## src/lhm_ram.sv

```systemverilog
// generic single-port-write ram with registered read
module lhm_ram #(
   parameter int WIDTH = 64,
   parameter int DEPTH = 32
) (
   input  logic                                      clock,
   input  logic                                      wr_en,
   input  logic [((DEPTH > 1) ? $clog2(DEPTH) : 1)-1:0] wr_addr,
   input  logic [WIDTH-1:0]                          wr_data,
   input  logic [((DEPTH > 1) ? $clog2(DEPTH) : 1)-1:0] rd_addr,
   output logic [WIDTH-1:0]                          rd_data
);

   logic [WIDTH-1:0] mem_ff [DEPTH];
   logic [WIDTH-1:0] rd_data_ff;

   always_ff @(posedge clock) begin
      if (wr_en) mem_ff[wr_addr] <= wr_data;
      rd_data_ff <= mem_ff[rd_addr];
   end

   assign rd_data = rd_data_ff;

endmodule

```

## config.mk

```make
export PLATFORM = sky130hd
export DESIGN_NAME = lhm_ram
export DESIGN_NICKNAME = d
export VERILOG_FILES = /design/src/lhm_ram.sv
export SDC_FILE = /design/constraint.sdc
export NUM_CORES = 2
export LEC_CHECK = 0
export ABC_AREA = 1
export BUFFER_PORTS_ARGS = -buffer_cell sky130_fd_sc_hd__buf_4
export CAP_MARGIN = 20
export CELL_PAD_IN_SITES_DETAIL_PLACEMENT = 1
export CELL_PAD_IN_SITES_GLOBAL_PLACEMENT = 2
export CORE_ASPECT_RATIO = 2
export CORE_MARGIN = 2
export CORE_UTILIZATION = 35
export CTS_BUF_LIST = sky130_fd_sc_hd__clkbuf_8
export DETAILED_ROUTE_END_ITERATION = 10
export GPL_ROUTABILITY_DRIVEN = 0
export HOLD_SLACK_MARGIN = 0.06
export PLACE_DENSITY_LB_ADDON = 0.1
export RECOVER_POWER = 50
export SLEW_MARGIN = 0
export SYNTH_ARGS = -nofsm -noshare
export SYNTH_HDL_FRONTEND = slang
export SYNTH_SLANG_ARGS = --single-unit
```

## constraint.sdc

```tcl
create_clock -name clock -period 4.2 [get_ports clock]
set_input_delay 0.84 -clock clock [delete_from_list [all_inputs] [get_ports clock]]
set_output_delay 0.84 -clock clock [all_outputs]
set_load 0.05 [all_outputs]
```

== After elaboration in Yosys (flattened, before gate mapping) ==
Memories as Yosys holds them, arrays and structs flattened. A register that Yosys moved wholly into a read port is not among the register bits.
Cells that the tools add are included.

* Register bits: 0
* Latch bits: 0
* Memory bits (writable): 2048
* Memory bits (read-only): 0
* Input port bits: 76
* Output and inout bits: 64
* Logic and storage cells: 3
* Memories: 1

* $add $sub $neg: 0
* $mul: 0
* Divide/modulo/power cells: 0
* Magnitude comparators: 0
* Equality and inequality tests: 0
* Shifts and indexed selects: 0
* Muxes and demuxes: 2
* Bitwise gates (word level): 0
* Reductions and logical operators: 0

{| class="wikitable"
|+ Memory list
! memory !! depth !! bits a word !! read ports !! clocked after memory_dff !! write ports !! RTL line !! source
|-
| mem_ff || 32 || 64 || 1 || 1 || 1 || 14 || <nowiki>logic [WIDTH-1:0] mem_ff [DEPTH];</nowiki>
|}

{| class="wikitable"
|+ Operators by type and width
! cell !! count
|-
| two-way mux 1 bit || 2
|}

== Logic depth before layout (Yosys ltp) ==
* Word-level depth: 2
* Mapped depth: 12
* Gate-level depth less buffers: 9

== Worst setup path before layout ==
Ideal clock, no wire load.

* Path type: input -> register
* Start point: in wr_addr[0] in the netlist's numbering
* End point: mem mem_ff[8][0] (enable)
* Library setup time: 0.486 ns
* Arrival time: 3.817 ns
* Data required time: 3.714 ns
* Slack: -0.104 ns
* Stages on the path: 3
* Path buffers: 0
* Cells stage by stage: inv_1 nand3_1 nor2_1

{| class="wikitable"
|+ RTL lines
! what !! RTL line !! source
|-
| start, declared || 8 || <nowiki>input logic [((DEPTH > 1) ? $clog2(DEPTH) : 1)-1:0] wr_addr,</nowiki>
|-
| end, declared || 14 ||
|}

No word-level cell before the write port.

== Worst setup path after layout ==
* Start point: in wr_addr[4] in the netlist's numbering
* End point: mem mem_ff[29][9] (enable)

No word-level cell before the write port.

==> flow_metrics.env <==
export IMPL_drive_above_1_share=0.0971
export IMPL_worst_r2r_endpoint="rd_data[51]"
export IMPL_maxCapViolCount=33
export IMPL_drt_iter0_drc=3486
export IMPL_finalCritPeriodShare=0.802
export IMPL_grt_start_max_net_pins=160
export IMPL_setup_slack_ps=832
export IMPL_hold_violations=0
export IMPL_crit_type="in2reg"
export IMPL_grt_pass1_vias=57800
export IMPL_synth_top_cell_area_share=0.741
export IMPL_violations="capacitance limit, slew limit"
export IMPL_wl_per_cell_um=28.1
export IMPL_fin_skew_ps=54.3
export IMPL_wl_met2_um=154000
export IMPL_start_util=0.352
export IMPL_outcome="finished with violations"
export IMPL_portBuffers=139
export IMPL_arrival_ps=3880
export IMPL_rsz0062_at_grt="no"
export IMPL_die_area_um2=241000
export IMPL_avgViaCountPerCell=5.31
export IMPL_final_max_slew_viol_count=1025
export IMPL_post_route_util=0.401
export IMPL_multi_input_area_um2=18300
export IMPL_remaining_drc_errors=0
export IMPL_grt_use_total=0.239
export IMPL_leakage_nw=33.7
export IMPL_cts_root_buffer="clkbuf_8"
export IMPL_vias=54700
export IMPL_cts_buffer_depth=4
export IMPL_dpl_worst_slack_ps=991
export IMPL_r2r_slack_ps=2840
export IMPL_hold_class="in2reg"
export IMPL_ios=140
export IMPL_required_ps=4710
export IMPL_synth_fp_nets=6844
export IMPL_cts_hold_fix_buffers=0
export IMPL_dr_wl_met3_um=9980
export IMPL_hold_depth=5
export IMPL_final_cell_mix="nand2_1 (2376), edfxtp_1 (2048), nand3_1 (1800), clkbuf_8 (362), buf_4 (175)"
export IMPL_period_needed_ps=3370
export IMPL_layout_commonest_cell="nand2_1"
export IMPL_synthCells=6768
export IMPL_synth_cell_types=13
export IMPL_synth_area_leader_cell="edfxtp_1"
export IMPL_die_height_um=693
export IMPL_yosysSeqAreaShare=0.756
export IMPL_tritoncts="yes"
export IMPL_final_seq_area_um2=62800
export IMPL_fp_row_count=252
export IMPL_clk_pin_slew_ps=70
export IMPL_cp_max_fo=29
export IMPL_cts_resized=0
export IMPL_cts_buffers=323
export IMPL_fill_cells=24700
export IMPL_top_layer_used="met4"
export IMPL_setup_violations=0
export IMPL_insertion_delay_ps=1000
export IMPL_yosys_top_cells_area="edfxtp_1 (74%), nand3_1 (11%), nand2_1 (11%), buf_2 (1.7%), dfxtp_1 (1.5%)"
export IMPL_drt_first_pass_iters=7
export IMPL_hpwl_um=152000
export IMPL_crit_path_end_kind="flop"
export IMPL_antenna_found_initial=9
export IMPL_ys_ff_latch=2112
export IMPL_cts_sinks=2112
export IMPL_met1_length_um=117000
export IMPL_slew_headroom=-0.819
export IMPL_max_freq_mhz=297
export IMPL_cp_start_kind="input pin"
export IMPL_grt_pass1_wl_um=418000
export IMPL_timing_rr_start="mem_ff[17][51]"
export IMPL_cts_setup_buffers=0
export IMPL_power_density_nw_per_um2=457
export IMPL_min_from="rd_addr[3]"
export IMPL_synth_area_um2=83000
export IMPL_overflow=0
export IMPL_ant_nets=0
export IMPL_postSynthAreaPerCell_um2=12.3
export IMPL_whs_endpoint="rd_data[39]"
export IMPL_die_x_um=348
export IMPL_num_nets_final=7076
export IMPL_wl_um=289000
export IMPL_vdd_drop_max_mv=0.211
export IMPL_worstMarginPinSlew_ps=2730
export IMPL_htree_num_levels=5
export IMPL_area_growth_pct=13.8
export IMPL_r2r_cells=8
export IMPL_ys_warn_count=0
export IMPL_core_um2=236000
==> critical path, stage by stage <==
cell and delay [ps]:
clkbuf_1 260, nand3_1 360, nor2_1 280, dlymetal6s4s_1 2000
==> layout make-up <==
cell class	instances	area share
clock buffers	362	0.0527
well taps	3048	0.0404
clock inverters	212	0.0108
diodes	7	0.000185
multi-input cells	4208	0.193
repair buffers	345	0.0372
flip-flops and latches	2112	0.665
inverters	10	0.000861
==> report_power, final <==
group | internal (mW) | leakage [nW] | switching (mW) | total (mW)
Sequential | 23.4 | 19.0 | 0.127 | 23.6
Clock | 8.24 | 3.50 | 8.29 | 16.5
Combinational | 0.747 | 11.2 | 2.33 | 3.08
Total | 32.4 | 33.7 | 10.8 | 43.2
==> kinds of logic after synthesis <==
family                 share of synthesized area
and+or+nand+nor                            0.217
DFF                                        0.756
buffers and inverters                     0.0261
==> worst max path at each step <==
stage,start,endpoint,slack (ps)
2_1_floorplan,wr_addr[0],mem_ff[8][0],-100
3_3_place_gp,wr_en,mem_ff[11][35],1030
3_5_place_dp,wr_en,mem_ff[11][41],990
4_1_cts,rd_data[28],rd_data[28],1390
5_1_grt,wr_addr[4],mem_ff[29][9],760
6_report,wr_addr[4],mem_ff[29][9],830
==> flip-flops by register name, indices dropped and copies added (netlist names) <==
signal	cells
mem_ff	2048
rd_data	64
==> stage by stage <==
step | cells | hold slack [ps] | area [um2] | total power, mW | TNS [ps]
after floorplan | 6768 | 640 | 83000 | 25.6 | -176720
after global placement | 9723 | 699 | 88800 | 27.2 | 0
after detailed placement | 9723 | 696 | 88800 | 27.2 | 0
after CTS | 10300 | 183 | 94800 | 43.8 | 0
after global routing | 10300 | 371 | 94400 | 44.8 | 0
final | 10300 | 394 | 94500 | 43.2 | 0
==> metal layers <==
| layer | GRT usage | up-vias |
|---|---|---|
| met5 | 0 | - |
| met4 | 0.0695 | 0 |
| met3 | 0.0258 | 440 |
| met2 | 0.440 | 1135 |
| met1 | 0.291 | 28600 |
| li1 | - | 24500 |
==> synthesized netlist by cell type (all sizes together) <==
master and instances:
inv 10, buf 356, nand2 2376, nand3 1800, nor2 32, clkbuf 82
edfxtp 2048, dfxtp 64
(Power assumes the default switching activity.)
